**src/rtl/mrtu_pkg.sv**
```systemverilog
// Shared types, codes and constants of the Modbus RTU master core.
package mrtu_pkg;

  localparam int unsigned MaxWordsDefault = 64;
  localparam logic [15:0] CrcInit = 16'hFFFF;
  localparam logic [15:0] CrcPoly = 16'hA001;
  localparam logic [7:0] ExcMask = 8'h80;

  // Input item kinds
  localparam logic [2:0] ReqStart = 3'd0;
  localparam logic [2:0] ReqByte = 3'd1;
  localparam logic [2:0] ReqTick = 3'd2;
  localparam logic [2:0] ReqRead = 3'd3;
  localparam logic [2:0] ReqClear = 3'd4;

  // Result kinds
  localparam logic [1:0] KindTx = 2'd0;
  localparam logic [1:0] KindWord = 2'd1;
  localparam logic [1:0] KindDone = 2'd2;
  localparam logic [1:0] KindCount = 2'd3;

  // Status codes
  localparam logic [2:0] StOk = 3'd0;
  localparam logic [2:0] StBadQty = 3'd1;
  localparam logic [2:0] StTimeout = 3'd2;
  localparam logic [2:0] StFrame = 3'd3;
  localparam logic [2:0] StExcept = 3'd4;
  localparam logic [2:0] StCrc = 3'd5;

  // Event counter indexes
  localparam logic [2:0] CntTrans = 3'd0;
  localparam logic [2:0] CntRetry = 3'd1;
  localparam logic [2:0] CntTimeout = 3'd2;
  localparam logic [2:0] CntFrame = 3'd3;
  localparam logic [2:0] CntExcept = 3'd4;
  localparam logic [2:0] CntCrc = 3'd5;
  localparam logic [2:0] CntOk = 3'd6;
  localparam logic [2:0] CntTicks = 3'd7;

  // Configuration register indexes
  localparam logic [1:0] CfgRetries = 2'd0;
  localparam logic [1:0] CfgTimeout = 2'd1;
  localparam logic [1:0] CfgTurn = 2'd2;

  // Protocol phases
  typedef enum logic [2:0] {
    PH_IDLE = 3'd0,
    PH_HEAD = 3'd1,
    PH_EXHEAD = 3'd2,
    PH_EXTAIL = 3'd3,
    PH_DATA = 3'd4
  } phase_t;

  // Control between sequencer and CRC unit
  typedef struct packed {
    logic       load;
    logic [15:0] seed;
    logic [7:0] data;
  } crc_cmd_t;

endpackage

```
**src/rtl/mrtu_ram.sv**
```systemverilog
// Generic RAM with one write port and one registered read port.
module mrtu_ram #(
  parameter int unsigned Width = 16,
  parameter int unsigned Depth = 64
) (
  input  logic                     clk,
  input  logic                     we,
  input  logic [$clog2(Depth)-1:0] waddr,
  input  logic [Width-1:0]         wdata,
  input  logic [$clog2(Depth)-1:0] raddr,
  output logic [Width-1:0]         rdata
);

  logic [Width-1:0] mem [Depth];

  // Write and registered read
  always_ff @(posedge clk) begin
    if (we) begin
      mem[waddr] <= wdata;
    end
    rdata <= mem[raddr];
  end

endmodule

```
**src/rtl/mrtu_crc.sv**
```systemverilog
// Bit-serial CRC-16/MODBUS unit: one shift per cycle, eight per byte.
module mrtu_crc
  import mrtu_pkg::*;
(
  input  logic     clk,
  input  logic     rst,
  input  crc_cmd_t cmd,
  output logic     busy,
  output logic [15:0] crc
);

  logic [2:0] bit_cnt;

  // Load seed xor data, then shift eight times
  always_ff @(posedge clk) begin
    if (rst) begin
      busy <= 1'b0;
      bit_cnt <= '0;
    end else if (cmd.load) begin
      busy <= 1'b1;
      bit_cnt <= '0;
    end else if (busy) begin
      bit_cnt <= bit_cnt + 3'd1;
      if (bit_cnt == 3'd7) begin
        busy <= 1'b0;
      end
    end
  end

  always_ff @(posedge clk) begin
    if (cmd.load) begin
      crc <= cmd.seed ^ {8'h00, cmd.data};
    end else if (busy) begin
      crc <= crc[0] ? ((crc >> 1) ^ CrcPoly) : (crc >> 1);
    end
  end

endmodule

```
**src/rtl/modbus_rtu_master_transaction_core.sv**
```systemverilog
// Top level of the Modbus RTU master read-register transaction core.
//  channel | dir | handshake              | payload
//  s_axis  | in  | s_axis_tvalid/tready   | tuser=req_type, tdata=request fields
//  m_axis  | out | m_axis_tvalid/tready   | tuser=out_kind, tdata=result, tlast
//  cfg     | in  | cfg_valid/cfg_ready    | cfg_index, cfg_data
// Control and tick items are handled in the dispatch state; a CRC-covered byte also
// passes the bit-serial CRC unit, which shifts one bit a cycle. A start runs the CRC
// over six header bytes, then makes eight transmit transfers; success emits the
// words one at a time, each read through the word RAM read port before it is sent.
// Output stalls hold the sequencer. Reset is synchronous; counters clear at reset.
module modbus_rtu_master_transaction_core
  import mrtu_pkg::*;
#(
  parameter int unsigned MaxWords = MaxWordsDefault
) (
  input  logic        clk,
  input  logic        rst,
  input  logic        s_axis_tvalid,
  output logic        s_axis_tready,
  // slave_addr[7:0], function_code[15:8], start_addr[31:16], quantity[47:32],
  // rx_byte[55:48], counter_index[58:56], zero fill [63:59]
  input  logic [63:0] s_axis_tdata,
  // req_type[2:0]
  input  logic [2:0]  s_axis_tuser,
  output logic        m_axis_tvalid,
  input  logic        m_axis_tready,
  // tx_byte[7:0], data_word[23:8], status[26:24], counter_value[58:27], zero [63:59]
  output logic [63:0] m_axis_tdata,
  // out_kind[1:0]
  output logic [1:0]  m_axis_tuser,
  output logic        m_axis_tlast,
  input  logic        cfg_valid,
  output logic        cfg_ready,
  input  logic [1:0]  cfg_index,
  input  logic [15:0] cfg_data
);

  localparam int unsigned AddrW = (MaxWords > 1) ? $clog2(MaxWords) : 1;
  localparam int unsigned QtyW = $clog2(MaxWords + 1);

  typedef enum logic [8:0] {
    S_IDLE   = 9'b000000001,
    S_DISP   = 9'b000000010,
    S_TXCRC  = 9'b000000100,
    S_TXSEND = 9'b000001000,
    S_RXCRC  = 9'b000010000,
    S_RXEND  = 9'b000100000,
    S_WREAD  = 9'b001000000,
    S_WSEND  = 9'b010000000,
    S_OUT    = 9'b100000000
  } seq_t;

  seq_t seq;
  phase_t phase;
  logic [3:0]  max_retries;
  logic [15:0] timeout_ticks;
  logic [15:0] turnaround_ticks;
  logic [3:0]  attempt_count;
  logic [7:0]  byte_position;
  logic [16:0] segment_ticks;
  logic [31:0] response_ticks;
  logic [15:0] running_crc;
  logic [7:0]  req_slave;
  logic [7:0]  req_func;
  logic [15:0] req_start;
  logic [QtyW-1:0] req_qty;
  logic [31:0] counters [8];
  logic [2:0]  in_type;
  logic [63:0] in_data;
  logic [2:0]  tx_idx;
  logic [15:0] tx_crc;
  logic [QtyW-1:0] word_idx;
  crc_cmd_t crc_cmd;
  logic        crc_busy;
  logic [15:0] crc_val;
  logic        ram_we;
  logic [AddrW-1:0] ram_waddr;
  logic [15:0] ram_wdata;
  logic [15:0] ram_rdata;
  logic [15:0] hold_word;
  logic [7:0]  rx_b;
  logic [15:0] in_qty;
  logic [7:0]  tx_b;
  logic [16:0] limit;
  logic [16:0] seg_inc;
  logic [8:0]  expected;

  mrtu_crc u_crc (
    .clk  (clk),
    .rst  (rst),
    .cmd  (crc_cmd),
    .busy (crc_busy),
    .crc  (crc_val)
  );

  mrtu_ram #(.Width(16), .Depth(MaxWords)) u_words (
    .clk   (clk),
    .we    (ram_we),
    .waddr (ram_waddr),
    .wdata (ram_wdata),
    .raddr (word_idx[AddrW-1:0]),
    .rdata (ram_rdata)
  );

  // Header byte following index i
  function automatic logic [7:0] tx_b_next(input logic [2:0] i);
    logic [7:0] b;
    unique case (i)
      3'd0: b = req_func;
      3'd1: b = req_start[15:8];
      3'd2: b = req_start[7:0];
      3'd3: b = 8'(req_qty >> 8);
      default: b = 8'(req_qty);
    endcase
    return b;
  endfunction

  assign s_axis_tready = (seq == S_IDLE) && !m_axis_tvalid;
  assign cfg_ready = 1'b1;
  assign rx_b = in_data[55:48];
  assign in_qty = in_data[47:32];
  assign expected = {req_qty, 1'b0};
  assign seg_inc = (segment_ticks == 17'h1FFFF) ? segment_ticks : segment_ticks + 17'd1;
  assign limit = (phase == PH_HEAD || phase == PH_EXHEAD)
               ? {1'b0, turnaround_ticks} + {1'b0, timeout_ticks}
               : {1'b0, timeout_ticks};

  // Byte of the request frame at tx_idx
  always_comb begin
    unique case (tx_idx)
      3'd0: tx_b = req_slave;
      3'd1: tx_b = req_func;
      3'd2: tx_b = req_start[15:8];
      3'd3: tx_b = req_start[7:0];
      3'd4: tx_b = 8'(req_qty >> 8);
      3'd5: tx_b = 8'(req_qty);
      3'd6: tx_b = tx_crc[7:0];
      default: tx_b = tx_crc[15:8];
    endcase
  end

  // Configuration registers
  always_ff @(posedge clk) begin
    if (rst) begin
      max_retries <= 4'd2;
      timeout_ticks <= 16'd200;
      turnaround_ticks <= 16'd10;
    end else if (cfg_valid) begin
      unique case (cfg_index)
        CfgRetries: max_retries <= cfg_data[3:0];
        CfgTimeout: timeout_ticks <= cfg_data;
        CfgTurn: turnaround_ticks <= cfg_data;
        default: ;
      endcase
    end
  end

  // Sequencer
  always_ff @(posedge clk) begin
    crc_cmd <= '{load: 1'b0, seed: CrcInit, data: 8'h00};
    ram_we <= 1'b0;
    if (rst) begin
      seq <= S_IDLE;
      phase <= PH_IDLE;
      attempt_count <= '0;
      byte_position <= '0;
      segment_ticks <= '0;
      response_ticks <= '0;
      running_crc <= CrcInit;
      req_slave <= '0;
      req_func <= '0;
      req_start <= '0;
      req_qty <= '0;
      m_axis_tvalid <= 1'b0;
      for (int i = 0; i < 8; i++) counters[i] <= '0;
    end else begin
      if (m_axis_tvalid && m_axis_tready) m_axis_tvalid <= 1'b0;
      unique case (seq)
        S_IDLE: begin
          if (s_axis_tvalid && s_axis_tready) begin
            in_type <= s_axis_tuser;
            in_data <= s_axis_tdata;
            seq <= S_DISP;
          end
        end
        S_DISP: begin
          seq <= S_IDLE;
          priority if (in_type == ReqStart) begin
            if (phase == PH_IDLE) begin
              if (in_qty == 16'd0 || in_qty > 16'(MaxWords)) begin
                m_axis_tuser <= KindDone;
                m_axis_tdata <= {37'd0, StBadQty, 24'd0};
                m_axis_tlast <= 1'b1;
                m_axis_tvalid <= 1'b1;
              end else begin
                req_slave <= in_data[7:0];
                req_func <= in_data[15:8];
                req_start <= in_data[31:16];
                req_qty <= in_qty[QtyW-1:0];
                attempt_count <= '0;
                counters[CntTrans] <= counters[CntTrans] + 32'd1;
                tx_idx <= '0;
                tx_crc <= CrcInit;
                seq <= S_TXCRC;
                crc_cmd <= '{load: 1'b1, seed: CrcInit, data: in_data[7:0]};
              end
            end
          end else if (in_type == ReqByte) begin
            if (phase != PH_IDLE) begin
              seq <= S_RXEND;
              unique case (phase)
                PH_HEAD: begin
                  if (byte_position == 8'd0 && rx_b != req_slave) begin
                    counters[CntFrame] <= counters[CntFrame] + 32'd1;
                    in_data[58:56] <= StFrame;
                    seq <= S_OUT;
                  end else if (byte_position == 8'd1 && (rx_b & ExcMask) != 8'd0) begin
                    phase <= PH_EXHEAD;
                    seq <= S_IDLE;
                  end else if (byte_position == 8'd1 && rx_b != req_func) begin
                    counters[CntFrame] <= counters[CntFrame] + 32'd1;
                    in_data[58:56] <= StFrame;
                    seq <= S_OUT;
                  end else if (byte_position >= 8'd2 && {1'b0, rx_b} != expected) begin
                    counters[CntFrame] <= counters[CntFrame] + 32'd1;
                    in_data[58:56] <= StFrame;
                    seq <= S_OUT;
                  end else begin
                    crc_cmd <= '{load: 1'b1, seed: running_crc, data: rx_b};
                    seq <= S_RXCRC;
                  end
                end
                PH_EXHEAD: begin
                  phase <= PH_EXTAIL;
                  byte_position <= '0;
                  segment_ticks <= '0;
                  seq <= S_IDLE;
                end
                PH_EXTAIL: begin
                  byte_position <= byte_position + 8'd1;
                  seq <= S_IDLE;
                  if (byte_position >= 8'd1) begin
                    counters[CntExcept] <= counters[CntExcept] + 32'd1;
                    in_data[58:56] <= StExcept;
                    seq <= S_OUT;
                  end
                end
                default: begin
                  if ({1'b0, byte_position} < expected) begin
                    ram_we <= 1'b1;
                    ram_waddr <= byte_position[AddrW:1];
                    ram_wdata <= byte_position[0] ? {hold_word[15:8], rx_b}
                                                  : {rx_b, 8'h00};
                    if (!byte_position[0]) hold_word <= {rx_b, 8'h00};
                  end
                  crc_cmd <= '{load: 1'b1, seed: running_crc, data: rx_b};
                  seq <= S_RXCRC;
                end
              endcase
            end
          end else if (in_type == ReqTick) begin
            if (phase != PH_IDLE) begin
              response_ticks <= response_ticks + 32'd1;
              segment_ticks <= seg_inc;
              if (seg_inc >= limit) begin
                counters[CntTimeout] <= counters[CntTimeout] + 32'd1;
                in_data[58:56] <= StTimeout;
                seq <= S_OUT;
              end
            end
          end else if (in_type == ReqRead) begin
            m_axis_tuser <= KindCount;
            m_axis_tdata <= {5'd0, counters[in_data[58:56]], 27'd0};
            m_axis_tlast <= 1'b1;
            m_axis_tvalid <= 1'b1;
          end else if (in_type == ReqClear) begin
            for (int i = 0; i < 8; i++) counters[i] <= '0;
          end else begin
            // drop unknown kinds
          end
        end
        // Failure: retry or report (status parked in in_data[58:56])
        S_OUT: begin
          if (attempt_count < max_retries) begin
            attempt_count <= attempt_count + 4'd1;
            counters[CntRetry] <= counters[CntRetry] + 32'd1;
            counters[CntTrans] <= counters[CntTrans] + 32'd1;
            tx_idx <= '0;
            seq <= S_TXCRC;
            crc_cmd <= '{load: 1'b1, seed: CrcInit, data: req_slave};
          end else begin
            phase <= PH_IDLE;
            m_axis_tuser <= KindDone;
            m_axis_tdata <= {37'd0, in_data[58:56], 24'd0};
            m_axis_tlast <= 1'b1;
            m_axis_tvalid <= 1'b1;
            seq <= S_IDLE;
          end
        end
        // Run CRC over the six header bytes
        S_TXCRC: begin
          if (!crc_busy && !crc_cmd.load) begin
            if (tx_idx == 3'd5) begin
              tx_crc <= crc_val;
              tx_idx <= '0;
              seq <= S_TXSEND;
            end else begin
              tx_idx <= tx_idx + 3'd1;
              crc_cmd <= '{load: 1'b1, seed: crc_val, data: tx_b_next(tx_idx)};
            end
          end
        end
        S_TXSEND: begin
          if (!m_axis_tvalid || m_axis_tready) begin
            m_axis_tuser <= KindTx;
            m_axis_tdata <= {56'd0, tx_b};
            m_axis_tlast <= (tx_idx == 3'd7);
            m_axis_tvalid <= 1'b1;
            tx_idx <= tx_idx + 3'd1;
            if (tx_idx == 3'd7) begin
              phase <= PH_HEAD;
              byte_position <= '0;
              segment_ticks <= '0;
              response_ticks <= '0;
              running_crc <= CrcInit;
              seq <= S_IDLE;
            end
          end
        end
        S_RXCRC: begin
          if (!crc_busy && !crc_cmd.load) begin
            running_crc <= crc_val;
            seq <= S_RXEND;
          end
        end
        // Advance position after a CRC-covered byte and check the CRC at frame end
        S_RXEND: begin
          seq <= S_IDLE;
          if (phase == PH_HEAD) begin
            if (byte_position >= 8'd2) begin
              phase <= PH_DATA;
              byte_position <= '0;
              segment_ticks <= '0;
            end else begin
              byte_position <= byte_position + 8'd1;
            end
          end else begin
            byte_position <= byte_position + 8'd1;
            if ({1'b0, byte_position} + 9'd1 >= expected + 9'd2) begin
              if (running_crc != 16'd0) begin
                counters[CntCrc] <= counters[CntCrc] + 32'd1;
                in_data[58:56] <= StCrc;
                seq <= S_OUT;
              end else begin
                counters[CntOk] <= counters[CntOk] + 32'd1;
                counters[CntTicks] <= response_ticks;
                phase <= PH_IDLE;
                word_idx <= '0;
                seq <= S_WREAD;
              end
            end
          end
        end
        S_WREAD: seq <= S_WSEND;
        S_WSEND: begin
          if (!m_axis_tvalid || m_axis_tready) begin
            m_axis_tuser <= KindWord;
            m_axis_tdata <= {40'd0, ram_rdata, 8'd0};
            m_axis_tlast <= (word_idx + QtyW'(1) == req_qty);
            m_axis_tvalid <= 1'b1;
            word_idx <= word_idx + QtyW'(1);
            seq <= (word_idx + QtyW'(1) == req_qty) ? S_IDLE : S_WREAD;
          end
        end
        default: seq <= S_IDLE;
      endcase
    end
  end

`ifndef NO_ASSERTIONS
  // No input is taken while a result still waits
  a_no_overlap: assert property (@(posedge clk) disable iff (rst)
    s_axis_tready |-> !m_axis_tvalid)
    else $error("input ready while result pending");
  // The last transmit transfer moves the phase to the header phase
  a_tx_then_head: assert property (@(posedge clk) disable iff (rst)
    (seq == S_TXSEND && tx_idx == 3'd7 && (!m_axis_tvalid || m_axis_tready))
    |=> phase == PH_HEAD)
    else $error("request sent without entering header phase");
  // Word emission only happens after the phase returned to idle
  a_words_idle: assert property (@(posedge clk) disable iff (rst)
    (seq == S_WSEND) |-> phase == PH_IDLE)
    else $error("words emitted while transaction active");
`endif

endmodule
```
**config.mk**
```make
export PLATFORM = sky130hd
export DESIGN_NAME = modbus_rtu_master_transaction_core
export DESIGN_NICKNAME = d
export VERILOG_FILES = /design/src/rtl/mrtu_pkg.sv /design/src/rtl/mrtu_ram.sv /design/src/rtl/mrtu_crc.sv /design/src/rtl/modbus_rtu_master_transaction_core.sv
export SDC_FILE = /design/constraint.sdc
export NUM_CORES = 2
export LEC_CHECK = 0
export ABC_AREA = 1
export BUFFER_PORTS_ARGS = -buffer_cell sky130_fd_sc_hd__buf_2
export CORE_UTILIZATION = 25
export CTS_CLUSTER_SIZE = 25
export DETAILED_ROUTE_END_ITERATION = 10
export SYNTH_ARGS = -nofsm -noshare
export SYNTH_HDL_FRONTEND = slang
export SYNTH_SLANG_ARGS = --single-unit
```
**constraint.sdc**
```tcl
create_clock -name clk -period 8.3 [get_ports clk]
set_input_delay 1.245 -clock clk [delete_from_list [all_inputs] [get_ports clk]]
set_output_delay 1.245 -clock clk [all_outputs]
set_load 0.02 [all_outputs]
```
# --- Word level (Yosys, flattened, before mapping) ---
# Memories as Yosys holds them, arrays and structs flattened. A register that Yosys moved wholly into a read port is not among the register bits.
# Index checks and enable logic that the tools add are counted.
word_totals:
  elab_cells: 499
  n_memories: 2
  register_bits: 396
  in_bits: 90
  ram_bits: 1280
  out_inout_bits: 70
memory_table:
  columns: ["memory", "words", "width", "read_ports", "rd_ports_with_merged_regs", "wr", "line_no", "rtl"]
  rows:
  - ["u_words.mem", 64, 16, 1, 1, 1, "mrtu_ram.sv:14", "logic [Width-1:0] mem [Depth];"]
  - ["counters", 8, 32, 8, 1, 8, "modbus_rtu_master_transaction_core.sv:67", "logic [31:0] counters [8];"]
op_classes:
  n_lt_le_gt_ge: 7
  n_eq_ne: 74
  n_addsub: 17
  n_mux: 278
  reduce_logical: 57
  bitwise: 29
op_table:
  columns: ["op", "count"]
  rows:
  - ["$mux W32", 25]
  - ["$mux W64", 9]
  - ["$mux W25", 12]
  - ["$add A32 B1 Y32 const B", 8]
  - ["$pmux W64 S4", 1]
  - ["$mux W17", 12]
  - ["$mux W16", 12]
  - ["$mux W9", 21]
  - ["$mux W3", 37]
  - ["$mux W1", 101]
  - ["$pmux W9 S9", 1]
  - ["$pmux W25 S3", 1]
  - ["$pmux W16 S2", 2]
  - ["$pmux W32 S2", 1]
  - ["$mux W59", 1]
  - ["$mux W8", 7]
  - ["$pmux W8 S7", 1]
  - ["$pmux W17 S3", 1]
  - ["$pmux W25 S2", 1]
  - ["$ne A2 B2 Y1 const B", 22]
  - ["$ne A3 B3 Y1 const B", 14]
  - ["$mux W7", 5]
  - ["$reduce_and A7 Y1", 5]
  - ["$pmux W8 S4", 1]
  - ["80 further kinds", 161]

# --- Logic depth before layout (Yosys ltp) ---
logic_depth:
  word_depth: 15
  ltp_mapped: 23

# --- Modules after synthesis ---
# From an unflattened synthesis, not the netlist that was laid out.
hier_totals:
  hier_cells: 7942
  area_unflattened_um2: 77620.7
modules_own_cells:
  columns: ["module", "area_each_um2", "instances", "cells_each"]
  rows:
  - ["mrtu_ram", 42140.4, 1, 3534]
  - ["modbus_rtu_master_transaction_core", 34449.3, 1, 4279]
  - ["mrtu_crc", 1031.0, 1, 129]

# --- Worst setup path before layout ---
# No wires, ideal clock.
synth_timing:
  path_kind: "flip-flop to flip-flop"
  from: "register byte_position[0]"
  to: "memory counters[6][0], enable pin"
  setup_time_ns: 0.574
  path_buffers: 1
  arrival_ns: 6.486
  period_less_slack_ns: 7.060
  required_ns: 7.726
  slack_ns: 1.240
  stages_incl_launch_ff: 13
  path_cell_list: "dfxtp_1 -> clkbuf_1 -> nand2_1 -> nor4_1 -> nand3_1 -> xor2_1 -> inv_1 -> ha_1 -> nand2_1 -> o21a_1 -> nand3_1 -> nand2_1 -> o21ai_0"
synth_rtl:
  columns: ["element", "line_no", "rtl"]
  rows:
  - ["start, declared", "modbus_rtu_master_transaction_core.sv:59", "logic [7:0] byte_position;"]
  - ["start signal, assigned", "modbus_rtu_master_transaction_core.sv:240", "byte_position <= byte_position + 8'd1;"]
  - ["start signal, assigned", "modbus_rtu_master_transaction_core.sv:345", "byte_position <= byte_position + 8'd1;"]
  - ["start signal, assigned", "modbus_rtu_master_transaction_core.sv:348", "byte_position <= byte_position + 8'd1;"]
  - ["end, declared", "modbus_rtu_master_transaction_core.sv:67", null]

==> results.yml <==
pwr:
  pwr_density_cell_nw_per_um2: 223
  power_uw: 19200
  peakVddDrop_mv: 0.240
  total_leakage_power_uw: 0.0290
floorplan:
  die_x_um: 551
  io_pins: 160
  die_h_um: 551
  start_util_pct: 25.1
  rows: 201
  fp.coreArea_sq_um: 300000
  dieArea_sq_um: 304000
critical_path:
  worstPathArrival_ns: 5.74
  path_class: "flop to flop"
  start_kind: "flop"
  crit_family: "simple AND/OR/NAND/NOR gates"
  max_stage_delay_ns: 0.42
  worst-path-buf-inv: 1
  crit_slowest_cell: "nor4_1"
  worstPathCellList: "ha_1, fa_1, nand3_1, nand2_1, nand2_1, nand3_1, a21boi_0, o21ai_0, a21boi_0, xor2_1, mux2i_1, ha_1, nand2_1, nor4_1, nand4_1, nand4_1, nand4_1, nor2_2, inv_2, nor3b_1"
  cp_max_fo: 25
  critPathRequiredTime_ns: 8.96
  end_kind: "flop"
clock_tree:
  worstSkewPairLatency_ns: 0.83
  cts_tree: "built"
  path_clk_slew_ns: 0.06
  ctsHoldBuffers: 0
  clock-sinks: 1690
  clock_path_buffers: 3
  cts-resized-gates: 0
  postCtsSetupBuffers: 0
  cts_buffers: 176
  root_buffer: "clkbuf_16"
  cts.htree.levels: 4
sta:
  fin_crit_sh_pct: 61.2
  setup_viol: 0
  finalHoldViolCount: 0
  fin_setup_tns_ns: 0
  fin_crit_ns: 5.08
  maxSlewViolCount: 0
  worst-slew-pin-transition_ns: 1.21
  fmax_mhz: 197
  relSlewSlack_pct: 18.7
  rsz0062_at_grt: "no"
  skew_ns: 0.0336
  hold-worst-slack_ns: 0.469
detailed_routing:
  drt_iter0_drc: 5743
  drc: 0
  first_pass_iters: 6
  via_count: 55800
  ant_nets: 0
  viasPerCell: 4.85
  post_drt_wl_per_cell_um: 19.0
  wirelength_um: 219000
synthesis:
  synthTopCellsByCount: "1444 x edfxtp_1, 1231 x nor2_1, 965 x o21ai_0, 841 x nand2_1, 535 x inv_1"
  yosysSeqAreaShare_pct: 64.1
  yosysMostFrequentCell: "edfxtp_1"
  synth.area.top_cells: "edfxtp_1 58%, dfxtp_1 6.5%, o21ai_0 6.4%"
  ys.flop_type: "edfxtp_1"
  syn_area_per_cell_sq_um: 10.3
  synth_edf_count: 1444
  yosysTopAreaCellShare_pct: 57.5
  synthArstFlopShare_pct: 0
  syn_area_sq_um: 75400
  synth_cell_types: 66
  synth_seq_cells: 1690
  synthCells: 7317
  synth_area_leader_cell: "edfxtp_1"
  yosys_warnings: 0
placed_design:
  hpwl_um: 136000
  place_area_sq_um: 80600
  port_buffers: 148
  gp_congestion: 0.879
job:
  cap_violations: 0
worst_hold_path:
  hold_path.class: "flop to flop"
global_route:
  grt_pass1_wl_um: 327000
  grt_antenna_before_repair: 13
  overflow: 0
  grt_pass1_vias: 53500
  grt_max_degree: 171
  gr-usage-all-layers_pct: 14.0
cells_and_area:
  final_cell_area_sq_um: 86300
  multiInputGateArea_sq_um: 23500
  drive_gt1_share_pct: 8.58
  nFillCells: 30900
  area_growth_pct: 14.5
  layout.nets: 7555
  register_area_sq_um: 48300
  final_util_pct: 28.8
status:
  status: "finished clean"
sequential cells by signal (all words and copies together) (netlist names), 7 cells and up, named ones only:
signal            cells
req_start            16
timeout_ticks        16
u_words.rdata        16
tx_crc               16
req_slave             8
segment_ticks        17
req_func              8
counters            256
byte_position         8
m_axis_tdata         59
u_crc.crc            16
turnaround_ticks     16
response_ticks       32
word_idx              7
hold_word             8
running_crc          16
ram_wdata            16
crc_cmd              25
req_qty               7
in_data              59
u_words.mem        1024
seq                   9
per-layer routing:
metal | GRT usage (%) | part of all wire (%) | up-vias
li1 | - | - | 26000
met1 | 18.9 | 43 | 27200
met2 | 22.3 | 46 | 2168
met3 | 2.14 | 7.6 | 365
met4 | 5.44 | 3.5 | 8
met5 | 0 | 0.024 | -
power by group:
part	total, uW	switching, uW	internal [uW]	leakage [uW]
sequential	9490	155	9340	0.0153
combinational	1920	1440	480	0.0109
clock	7810	3380	4430	0.00277
total	19200	4970	14300	0.0290
worst min-delay path: stages, from the launching register on:
cell and delay [ns]:
dfxtp_1 0.29, inv_1 0.06, a21oi_1 0.06
cells in the final DEF, fill, tap and decap left out, types with 8 or more instances in the layout:
| master | netlist | routed |
|---|---|---|
| edfxtp_1 | 1444 | 1444 |
| nor2_1 | 1231 | 1230 |
| o21ai_0 | 965 | 964 |
| nand2_1 | 841 | 840 |
| inv_1 | 535 | 531 |
| a21oi_1 | 396 | 395 |
| o22ai_1 | 281 | 281 |
| dfxtp_1 | 246 | 244 |
| clkbuf_16 | 0 | 180 |
| nand3_1 | 155 | 155 |
| buf_2 | 29 | 147 |
| buf_4 | 15 | 128 |
| nor3_1 | 128 | 127 |
| nand4_1 | 121 | 121 |
| xor2_1 | 86 | 86 |
| ha_1 | 73 | 73 |
| clkbuf_1 | 319 | 52 |
| xnor2_1 | 42 | 42 |
| o221ai_1 | 41 | 41 |
| a211oi_1 | 38 | 38 |
| nor4_1 | 37 | 37 |
| o211ai_1 | 35 | 35 |
| clkinv_1 | 3 | 30 |
| clkinv_2 | 0 | 27 |
| nor2_2 | 26 | 26 |
| nor3b_1 | 25 | 25 |
| inv_2 | 14 | 16 |
| nand2_2 | 14 | 15 |
| nor2_4 | 13 | 14 |
| nor3_2 | 12 | 13 |
| a31oi_1 | 13 | 13 |
| or2_2 | 11 | 11 |
| o32ai_1 | 11 | 11 |
| bufinv_16 | 0 | 11 |
| mux2i_1 | 10 | 10 |
| a22oi_1 | 9 | 9 |
| o21a_1 | 8 | 8 |
| clkbuf_8 | 0 | 8 |
stage by stage:
| stage | setup slack, ns | cells |
|---|---|---|
| after floorplan | 1.24 | 7321 |
| after global placement | 3.12 | 11200 |
| after detailed placement | 3.05 | 11200 |
| after CTS | 3.06 | 11500 |
| after global routing | 2.52 | 11500 |
| final | 3.22 | 11500 |
cell families after synthesis:
logic type	synth area share, %
other cells	0.00996
buf+inv	4.83
flops	64.1
mux	0.133
compound gates	13.4
fa+ha+maj	1.24
xor+xnor	1.49
simple gates	14.9
final cells by class:
cell class	instances	share of cell area [%]
Sequential cell	1690	55.9
Multi-Input combinational cell	4692	27.2
Tap cell	3958	5.74
Clock buffer	240	5.57
Inverter	552	2.42
Timing Repair Buffer	279	2.06
Clock inverter	88	1.03
Antenna cell	6	0.0174
final timing paths:
check / from / endpoint / slack [ns] / cells past startpoint
worst max-delay path: timeout_ticks[0] / counters[2][2] / 3.22 / 20
worst min-delay path: max_retries[3] / max_retries[3] / 0.47 / 2
worst max register to register: timeout_ticks[0] / counters[2][2] / 3.22 / 20
worst min register to register: max_retries[3] / max_retries[3] / 0.47 / 2
Note: power is estimated with default switching activity, not from simulation.
